[src/rtl/trial_division_prime_test_unit_macros.svh]
// assertion macros for the trial division prime test unit
// no dependencies; included by the top level only
`ifndef TRIAL_DIVISION_PRIME_TEST_UNIT_MACROS_SVH
`define TRIAL_DIVISION_PRIME_TEST_UNIT_MACROS_SVH
`ifndef SYNTHESIS
// same-cycle implication, sampled on clk, off during reset
`define TDPT_ASSERT_IMPL(label, ante, cons) \
    label: assert property (@(posedge clk) disable iff (!rst_n) (ante) |-> (cons)) \
        else $error("tdpt assertion failed");
// next-cycle implication, sampled on clk, off during reset
`define TDPT_ASSERT_NEXT(label, ante, cons) \
    label: assert property (@(posedge clk) disable iff (!rst_n) (ante) |=> (cons)) \
        else $error("tdpt assertion failed");
`else
`define TDPT_ASSERT_IMPL(label, ante, cons)
`define TDPT_ASSERT_NEXT(label, ante, cons)
`endif
`endif

[src/rtl/tdpt_pkg.sv]
// constants shared by the trial division prime test unit
// no dependencies
package tdpt_pkg;

    // default candidate width
    localparam int VALUE_BITS_DEF = 17;

    // dividend bits retired by the remainder unit in one cycle
    localparam int STEP_BITS = 8;

    // small values with fixed answers
    localparam int SMALL_PRIME_TWO   = 2;
    localparam int SMALL_PRIME_THREE = 3;

    // first trial divisor and its square
    localparam int FIRST_DIVISOR = 3;
    localparam int FIRST_SQUARE  = 9;

    // wheel steps over divisors coprime to six
    localparam int STEP_SHORT = 2;
    localparam int STEP_LONG  = 4;

endpackage

[src/rtl/trial_division_prime_test_unit.sv]
// trial division prime test: 0, 1, 2, 3 and even values are answered straight from idle;
// other values are tried against divisors 3, 5, 7, 11, 13, ... with a bound check (divisor
// square past the candidate) before each, each division taking CHUNKS = ceil(VALUE_BITS/
// STEP_BITS) steps of the shared remainder unit (STEP_BITS dividend bits a cycle);
// one beat in flight, next beat accepted in the cycle after the result beat is taken;
// rst_n is asynchronous and returns to idle; uses tdpt_pkg and the assertion macro header
`include "trial_division_prime_test_unit_macros.svh"

module trial_division_prime_test_unit
    import tdpt_pkg::*;
#(
    parameter int VALUE_BITS = VALUE_BITS_DEF
)
(
    input  logic                  clk,
    input  logic                  rst_n,
    input  logic                  in_valid,
    output logic                  in_stall,
    input  logic [VALUE_BITS-1:0] candidate,
    output logic                  out_valid,
    input  logic                  out_stall,
    output logic                  prime_flag
);

    // divisor, square and remainder widths with headroom for the last step
    localparam int D_W    = VALUE_BITS + 1;
    localparam int SQ_W   = VALUE_BITS + 4;
    localparam int CHUNKS = (VALUE_BITS + STEP_BITS - 1) / STEP_BITS;
    localparam int PAD_W  = CHUNKS * STEP_BITS;
    localparam int CNT_W  = (CHUNKS > 1) ? $clog2(CHUNKS) : 1;

    typedef enum logic [1:0] {
        ST_IDLE,
        ST_CHECK,
        ST_DIVIDE,
        ST_DONE
    } state_t;

    state_t                state_reg, state_next;
    logic                  prime_flag_reg, prime_flag_next;
    logic [VALUE_BITS-1:0] cand_reg, cand_next;
    logic [D_W-1:0]        d_reg, d_next;
    logic [SQ_W-1:0]       sq_reg, sq_next;
    logic [D_W-1:0]        rem_reg, rem_next;
    logic [PAD_W-1:0]      shift_reg, shift_next;
    logic [CNT_W-1:0]      cnt_reg, cnt_next;
    logic                  first_reg, first_next;
    logic                  four_reg, four_next;

    logic [D_W-1:0]        rem_step;
    logic                  step_long;
    logic                  last_chunk;

    // shared remainder unit: restoring division, STEP_BITS bits per cycle
    always_comb
    begin
        logic [D_W:0] r;
        r = {1'b0, rem_reg};
        for (int i = 0; i < STEP_BITS; i++)
        begin
            r = {r[D_W-1:0], shift_reg[PAD_W-1-i]};
            if (r >= {1'b0, d_reg})
            begin
                r = r - {1'b0, d_reg};
            end
        end
        rem_step = r[D_W-1:0];
    end

    assign step_long  = !first_reg && four_reg;
    assign last_chunk = (cnt_reg == CNT_W'(CHUNKS - 1));

    // sequencer and datapath next values
    always_comb
    begin
        state_next      = state_reg;
        prime_flag_next = prime_flag_reg;
        cand_next       = cand_reg;
        d_next          = d_reg;
        sq_next         = sq_reg;
        rem_next        = rem_reg;
        shift_next      = shift_reg;
        cnt_next        = cnt_reg;
        first_next      = first_reg;
        four_next       = four_reg;
        case (state_reg)
            ST_IDLE:
            begin
                if (in_valid)
                begin
                    cand_next  = candidate;
                    d_next     = D_W'(FIRST_DIVISOR);
                    sq_next    = SQ_W'(FIRST_SQUARE);
                    first_next = 1'b1;
                    four_next  = 1'b0;
                    if (candidate < VALUE_BITS'(SMALL_PRIME_TWO))
                    begin
                        prime_flag_next = 1'b0;
                        state_next      = ST_DONE;
                    end
                    else if (candidate == VALUE_BITS'(SMALL_PRIME_TWO) ||
                             candidate == VALUE_BITS'(SMALL_PRIME_THREE))
                    begin
                        prime_flag_next = 1'b1;
                        state_next      = ST_DONE;
                    end
                    else if (!candidate[0])
                    begin
                        prime_flag_next = 1'b0;
                        state_next      = ST_DONE;
                    end
                    else
                    begin
                        state_next = ST_CHECK;
                    end
                end
            end
            ST_CHECK:
            begin
                // divisor square past the candidate: no factor left
                if (sq_reg > SQ_W'(cand_reg))
                begin
                    prime_flag_next = 1'b1;
                    state_next      = ST_DONE;
                end
                else
                begin
                    rem_next   = '0;
                    shift_next = PAD_W'(cand_reg);
                    cnt_next   = '0;
                    state_next = ST_DIVIDE;
                end
            end
            ST_DIVIDE:
            begin
                rem_next   = rem_step;
                shift_next = shift_reg << STEP_BITS;
                cnt_next   = cnt_reg + CNT_W'(1);
                if (last_chunk)
                begin
                    if (rem_step == '0)
                    begin
                        prime_flag_next = 1'b0;
                        state_next      = ST_DONE;
                    end
                    else
                    begin
                        // next divisor coprime to six, square kept by adds
                        if (step_long)
                        begin
                            d_next  = d_reg + D_W'(STEP_LONG);
                            sq_next = sq_reg + (SQ_W'(d_reg) << 3) +
                                      SQ_W'(STEP_LONG * STEP_LONG);
                        end
                        else
                        begin
                            d_next  = d_reg + D_W'(STEP_SHORT);
                            sq_next = sq_reg + (SQ_W'(d_reg) << 2) +
                                      SQ_W'(STEP_SHORT * STEP_SHORT);
                        end
                        first_next = 1'b0;
                        four_next  = first_reg ? 1'b0 : !four_reg;
                        state_next = ST_CHECK;
                    end
                end
            end
            ST_DONE:
            begin
                if (!out_stall)
                begin
                    state_next = ST_IDLE;
                end
            end
            default:
            begin
                state_next = ST_IDLE;
            end
        endcase
    end

    // state and result register
    always_ff @(posedge clk or negedge rst_n)
    begin
        if (!rst_n)
        begin
            state_reg      <= ST_IDLE;
            prime_flag_reg <= 1'b0;
        end
        else
        begin
            state_reg      <= state_next;
            prime_flag_reg <= prime_flag_next;
        end
    end

    // datapath registers, loaded before use
    always_ff @(posedge clk)
    begin
        cand_reg  <= cand_next;
        d_reg     <= d_next;
        sq_reg    <= sq_next;
        rem_reg   <= rem_next;
        shift_reg <= shift_next;
        cnt_reg   <= cnt_next;
        first_reg <= first_next;
        four_reg  <= four_next;
    end

    assign in_stall   = (state_reg != ST_IDLE);
    assign out_valid  = (state_reg == ST_DONE);
    assign prime_flag = prime_flag_reg;

    // accepted beat keeps the input side busy
    `TDPT_ASSERT_NEXT(a_busy_after_accept, in_valid && !in_stall, in_stall)
    // trial divisors are always odd
    `TDPT_ASSERT_IMPL(a_divisor_odd, state_reg == ST_DIVIDE, d_reg[0])
    // a prime answer never comes for zero or one
    `TDPT_ASSERT_IMPL(a_prime_at_least_two, out_valid && prime_flag,
                      cand_reg >= VALUE_BITS'(SMALL_PRIME_TWO))

endmodule
[config.mk]
export PLATFORM = sky130hd
export DESIGN_NAME = trial_division_prime_test_unit
export DESIGN_NICKNAME = d
export VERILOG_FILES = /design/src/rtl/tdpt_pkg.sv /design/src/rtl/trial_division_prime_test_unit.sv
export VERILOG_INCLUDE_DIRS = /design/src /design/src/rtl
export SDC_FILE = /design/constraint.sdc
export NUM_CORES = 1
export LEC_CHECK = 0
export ABC_CLOCK_PERIOD_IN_PS = 26400
export BUFFER_PORTS_ARGS = -buffer_cell sky130_fd_sc_hd__buf_2
export CORE_MARGIN = 4
export CORE_UTILIZATION = 30
export DETAILED_ROUTE_END_ITERATION = 8
export GPL_ROUTABILITY_DRIVEN = 1
export GPL_TIMING_DRIVEN = 0
export PLACE_DENSITY = 0.52
export SYNTH_ARGS = -nofsm -noshare
export SYNTH_HDL_FRONTEND = slang
export SYNTH_SLANG_ARGS = --single-unit
[constraint.sdc]
create_clock -name clk -period 26.4 [get_ports clk]
set_input_delay 5.28 -clock clk [delete_from_list [all_inputs] [get_ports clk]]
set_output_delay 5.28 -clock clk [all_outputs]
set_load 0.01 [all_outputs]
=== Yosys cells after proc, flatten, opt, wreduce, memory -nomap -nowiden ===
Index checks and enable logic that the tools add are counted.

* Input port bits: 21
* Logic and storage cells: 114
* Register bits after elaboration: 105
* Output and inout port bits: 3

* Eq/ne operators: 14
* Reductions and logical operators: 15
* Muxes and demuxes: 50
* Order comparisons: 10
* Add/sub/neg operators: 15

{| class="wikitable"
|+ Operators with widths
! operator !! count
|-
| $mux W18 || 13
|-
| $ge A19 B18 Y1 || 8
|-
| $sub A18 B18 Y18 || 8
|-
| $mux W21 || 4
|-
| $pmux W18 S2 || 2
|-
| $pmux W24 S2 || 1
|-
| $pmux W21 S2 || 1
|-
| $eq A17 B2 Y1 const B || 2
|-
| $mux W24 || 1
|-
| $add A21 B20 Y21 || 1
|-
| $add A21 B21 Y21 || 1
|-
| $add A21 B3 Y21 const B || 1
|-
| $add A21 B5 Y21 const B || 1
|-
| $gt A21 B17 Y1 || 1
|-
| $add A18 B2 Y18 const B || 1
|-
| $add A18 B3 Y18 const B || 1
|-
| $logic_not A18 Y1 || 1
|-
| $lt A17 B2 Y1 const B || 1
|-
| $mux W2 || 8
|-
| $mux W1 || 15
|-
| $ne A2 B2 Y1 const B || 7
|-
| $pmux W2 S4 || 1
|-
| $eq A2 B2 Y1 const B || 3
|-
| $reduce_and A6 Y1 || 1
|-
| other kinds (15) || 20
|}

=== Longest topological paths before layout ===
* Depth in word-level cells: 20
* Mapped depth: 110
* Gate-level depth less buffers: 94

=== Worst setup path after synthesis ===
OpenSTA, ideal clock, no wires.

* Path type: reg-to-reg
* From: register d_reg[1]
* To: register d_reg[10], enable pin
* Data required time: 26.000 ns
* Path slack: 3.061 ns
* Path buffers: 14
* Stages on the path, launching flop included: 103
* Setup time: 0.400 ns
* Clock period less this slack: 23.339 ns
* Arrival: 22.940 ns
* Path through: edfxtp_1 > inv_1 > ha_1 > a21o_1 > a311o_1 > and4_4 > or3_4 > clkbuf_1 > clkbuf_1 > nor2_1 > a21oi_1 > ha_1 > o211ai_1 > o21ai_0 > o21ai_0 > o21ai_1 > o41ai_1 > nand2_1 > [... 67 more ...] > inv_1 > ha_1 > a21o_1 > a21oi_1 > o21ai_0 > a21oi_1 > o21ai_0 > a21oi_1 > o211ai_1 > nand3_1 > a31oi_1 > a211oi_1 > o31ai_1 > mux2i_1 > nor4_1 > nand2_1 > a22o_1 > a32o_1

* Word-level cells in the longest chain between the ends: 19
* Elaborated cells on any way between the ends: 27
* Those cells by class: add/sub: 8; order compare: 8; eq/ne: 1; mux: 8; reduce/logical: 2

{| class="wikitable"
|+ RTL lines
! what !! line !! RTL
|-
| start, declared || trial_division_prime_test_unit.sv:42 || <nowiki>logic [D_W-1:0] d_reg, d_next;</nowiki>
|-
| start signal, assigned || trial_division_prime_test_unit.sv:200 || <nowiki>d_reg <= d_next;</nowiki>
|-
| $sub A18 B18 Y18 / $ge A19 B18 Y1 (equally long branches) || trial_division_prime_test_unit.sv:64, trial_division_prime_test_unit.sv:62 ||
|-
| $mux W18 || trial_division_prime_test_unit.sv:62 || <nowiki>if (r >= {1'b0, d_reg})</nowiki>
|-
| $sub A18 B18 Y18 / $ge A19 B18 Y1 (equally long branches) || trial_division_prime_test_unit.sv:64, trial_division_prime_test_unit.sv:62 ||
|-
| $mux W18 || trial_division_prime_test_unit.sv:62 ||
|-
| $sub A18 B18 Y18 / $ge A19 B18 Y1 (equally long branches) || trial_division_prime_test_unit.sv:64, trial_division_prime_test_unit.sv:62 ||
|-
| $mux W18 || trial_division_prime_test_unit.sv:62 ||
|-
| $sub A18 B18 Y18 / $ge A19 B18 Y1 (equally long branches) || trial_division_prime_test_unit.sv:64, trial_division_prime_test_unit.sv:62 ||
|-
| $mux W18 || trial_division_prime_test_unit.sv:62 ||
|-
| [... 3 more ...] || -- ||
|-
| $mux W18 || trial_division_prime_test_unit.sv:62 ||
|-
| $sub A18 B18 Y18 / $ge A19 B18 Y1 (equally long branches) || trial_division_prime_test_unit.sv:64, trial_division_prime_test_unit.sv:62 ||
|-
| $mux W18 || trial_division_prime_test_unit.sv:62 ||
|-
| $sub A18 B18 Y18 / $ge A19 B18 Y1 (equally long branches) || trial_division_prime_test_unit.sv:64, trial_division_prime_test_unit.sv:62 ||
|-
| $mux W18 * || trial_division_prime_test_unit.sv:62 ||
|-
| $logic_not A18 Y1 * || trial_division_prime_test_unit.sv:141 || <nowiki>if (rem_step == '0)</nowiki>
|-
| $ne A2 B2 Y1 (no source line) * || -- ||
|-
| $reduce_and A4 Y1 (no source line) * || -- ||
|}

Every way passes the cells marked *; elsewhere a longest branch is shown, timed or not.
A chain may end at the register's enable or synchronous reset.

=== Worst setup path after layout ===
* From: register d_reg[11]
* To: register d_reg[17], enable pin

* Word-level cells in the longest chain between the ends: 19
* Elaborated cells on any way between the ends: 27
* Those cells by class: add/sub: 8; order compare: 8; eq/ne: 1; mux: 8; reduce/logical: 2

{| class="wikitable"
|+ RTL lines
! what !! line
|-
| $sub A18 B18 Y18 / $ge A19 B18 Y1 (equally long branches) || trial_division_prime_test_unit.sv:64, trial_division_prime_test_unit.sv:62
|-
| $mux W18 || trial_division_prime_test_unit.sv:62
|-
| $sub A18 B18 Y18 / $ge A19 B18 Y1 (equally long branches) || trial_division_prime_test_unit.sv:64, trial_division_prime_test_unit.sv:62
|-
| $mux W18 || trial_division_prime_test_unit.sv:62
|-
| $sub A18 B18 Y18 / $ge A19 B18 Y1 (equally long branches) || trial_division_prime_test_unit.sv:64, trial_division_prime_test_unit.sv:62
|-
| $mux W18 || trial_division_prime_test_unit.sv:62
|-
| $sub A18 B18 Y18 / $ge A19 B18 Y1 (equally long branches) || trial_division_prime_test_unit.sv:64, trial_division_prime_test_unit.sv:62
|-
| $mux W18 || trial_division_prime_test_unit.sv:62
|-
| [... 3 more ...] || --
|-
| $mux W18 || trial_division_prime_test_unit.sv:62
|-
| $ge A19 B18 Y1 / $sub A18 B18 Y18 (equally long branches) || trial_division_prime_test_unit.sv:62, trial_division_prime_test_unit.sv:64
|-
| $mux W18 || trial_division_prime_test_unit.sv:62
|-
| $sub A18 B18 Y18 / $ge A19 B18 Y1 (equally long branches) || trial_division_prime_test_unit.sv:64, trial_division_prime_test_unit.sv:62
|-
| $mux W18 * || trial_division_prime_test_unit.sv:62
|-
| $logic_not A18 Y1 * || trial_division_prime_test_unit.sv:141
|-
| $ne A2 B2 Y1 (no source line) * || --
|-
| $reduce_and A4 Y1 (no source line) * || --
|}

Marks and branches as above.

==> impl_metrics.ini <==
[status]
status = finished clean

[global_route]
grt_pass1_wl_um = 77800
track_usage_pct = 18.4
grt_overflow = 0
grt_max_degree = 31
antenna_found_initial = 2
first_global_vias = 13700

[clock_tree]
clock_latency_ns = 0.37
cts_tree = yes
cts_root_buf = clkbuf_16
cts_buffer_depth = 2
cts.sinks = 101
cts_buffers = 9
htreeDepth = 3
cts_hold_buffers = 0
clkSlewWorstSetupHoldPaths_ns = 0.08

[sta]
skew_ns = 0.0159
max_slew_margin_pct = 26.3
period_minus_slack_ns = 24.92
fmax_ghz = 0.0401
worst_slew_pin_slew_ns = 1.08
finalSetupViolCount = 0
period_share_pct = 94.4
fin_setup_tns_ns = 0
setup_ws_ns = 1.48
hold_viol = 0
slew_viol_final = 0

[floorplan]
start_util_pct = 30.3
core_um2 = 50200
die_h_um = 233
die-area_um2 = 54300
rows = 82
io_pins = 24
die_x_um = 233

[worst_setup_path]
r2r_slack_ns = 1.48
cp_data_arrival_time_ns = 25.03
required_ns = 26.51
critPathLaunchType = flip-flop
r2r-start = d_reg[11]
critPathMostFrequentCell = a21oi_1
timing.rr.end = d_reg[17]
slowest_delay_ns = 0.47
end_kind = flip-flop
rr_worst_depth = 107
slowest_stage = edfxtp_1
path_class = reg2reg
crit_fanout = 26

[placed_design]
numPortBuffers = 23
dp_hpwl_um = 39500
gp_congestion = 0.886
dp_slack_ns = -3.85

[final_layout]
largest_reg_flops = 24
area_growth_pct = 12.7
drive_gt1_share_pct = 11.7
layout_commonest_cell = ha_1
fillers = 5301
antenna_cells = 0
final_nets = 2185
mostFrequentLayoutCells = ha_1 (230), a21oi_1 (174), nor2_1 (159)

[synth]
synth_ff_type = edfxtp_1
synth_cell_types = 80
postSynthAreaPerCell_um2 = 8.20
synth-edff-count = 98
synth_cells = 1854
synth-seq-cells = 101
async_reset_ff_share_pct = 2.97
syn_nets = 2115
seq_area_frac_synth_pct = 19.9
synth_warnings = 0
synth_area_um2 = 15200

[route]
first_iter_violations = 1076
ant_nets = 0
wl_per_cell_um = 19.8
via_per_inst = 5.47
vias = 14200
dr.pass1.iters = 5
drc = 0
wl_um = 51400

[worst_hold_path]
hold_path_depth = 2
hold_path.class = reg2reg
holdCritStartpoint = prime_flag
hold_end = prime_flag

[run]
maxCapViolCount = 0
critical path, delay by kind of cell, from the launching register on:
family                     cells  cell delay, ns
DFF                            1            0.47
and+or+nand+nor               19            3.32
muxes                          4            1.31
AOI/OAI and AO/OA             54           11.98
xor gates and xnor gates       2            0.40
adders and majority gates      8            2.71
buffers and inverters         20            4.39
cells in the mapped netlist (4+ instances only):
library cell,instances,area share [%]
inv_1,132,3.3
mux2_2,47,3.5
nand4_1,34,1.4
o221ai_1,6,0.35
nor3_1,37,1.2
a311o_1,4,0.26
o41ai_1,9,0.52
o21ai_0,127,4.2
a32o_1,4,0.26
nor4_1,12,0.49
and3_1,12,0.49
or3_1,16,0.66
a31oi_1,19,0.78
nor4b_1,4,0.23
xor2_1,44,2.5
ha_1,230,19
o21a_1,12,0.59
o21bai_1,21,1.0
o31ai_1,7,0.35
or2_2,8,0.33
a221oi_1,5,0.29
a21boi_0,7,0.35
o211ai_1,15,0.74
a21oi_1,181,6.0
or4_1,5,0.25
a211o_1,9,0.52
fa_1,10,1.3
a211oi_1,25,1.2
nor2b_1,19,0.78
clkbuf_1,32,0.79
o31a_1,6,0.35
edfxtp_1,98,19
nand3b_1,8,0.40
nand2b_1,15,0.62
a21o_1,50,2.5
nand3_1,42,1.4
xnor2_1,102,5.9
buf_1,6,0.15
nor3b_1,6,0.30
buf_2,8,0.26
nand2_1,139,3.4
mux2i_1,49,3.2
and2_1,13,0.53
nor2_1,160,4.0
a31o_2,4,0.23
through the flow:
step | cell area, um^2 | cells | util (%) | hold slack (ns)
2_1_floorplan | 15200 | 1854 | - | 0.500
3_3_place_gp | 16200 | 2549 | 32.2 | 0.512
3_5_place_dp | 16200 | 2551 | 32.3 | 0.517
4_1_cts | 16800 | 2587 | 33.6 | 0.535
5_1_grt | 17100 | 2601 | 34.1 | 0.562
6_report | 17100 | 2601 | 34.1 | 0.529
worst max path at each step:
stage | startpoint | slack (ns) | endpoint
after floorplan | d_reg[1] | 3.06 | d_reg[10]
after global placement | d_reg[1] | -4.74 | sq_reg[17]
after detailed placement | d_reg[13] | -3.85 | sq_reg[17]
after CTS | d_reg[13] | 0.03 | d_reg[13]
after global routing | d_reg[11] | -0.02 | d_reg[17]
final | d_reg[11] | 1.48 | d_reg[17]
cell families after synthesis:
kind of cell,count (synthesis),synth area share (%)
adder cells (fa/ha/maj),240,20.2
AND/OR/NAND/NOR,544,17.3
flip-flops,101,19.9
buffers and inverters,178,4.46
XOR/XNOR,146,8.41
multiplexers,97,6.81
AO/OA/AOI/OAI,548,22.9
repair_timing:
action / 4_1_cts / 5_1_grt
buffers inserted: 21 / 18
gates resized for setup: 37 / 42
setup endpoints to repair: 57 / 57
gates cloned: 0 / 0
pin swaps: 2 / 6
layout make-up:
cell class	instances	area (um^2)	share of cell area [%]
plain buffers	41	183	1.07
clock buffers	9	225	1.31
clock inverters	7	91.3	0.533
inverters	132	556	3.24
multi-input cells	1575	11800	68.6
flip-flops and latches	101	3020	17.6
well taps	672	841	4.91
repair buffers	64	460	2.69
routing by layer:
metal | GRT usage [%] | part of all wire, % | up-vias
met5 | 0 | 0.051 | -
met4 | 6.14 | 3.3 | 4
met3 | 2.09 | 5.5 | 81
met2 | 30.7 | 46 | 406
met1 | 24.8 | 46 | 6696
li1 | - | - | 7038
Power is left out: the tool's default activity adds up to more than one toggle a clock period on the data nets, which glitch-free logic cannot reach.
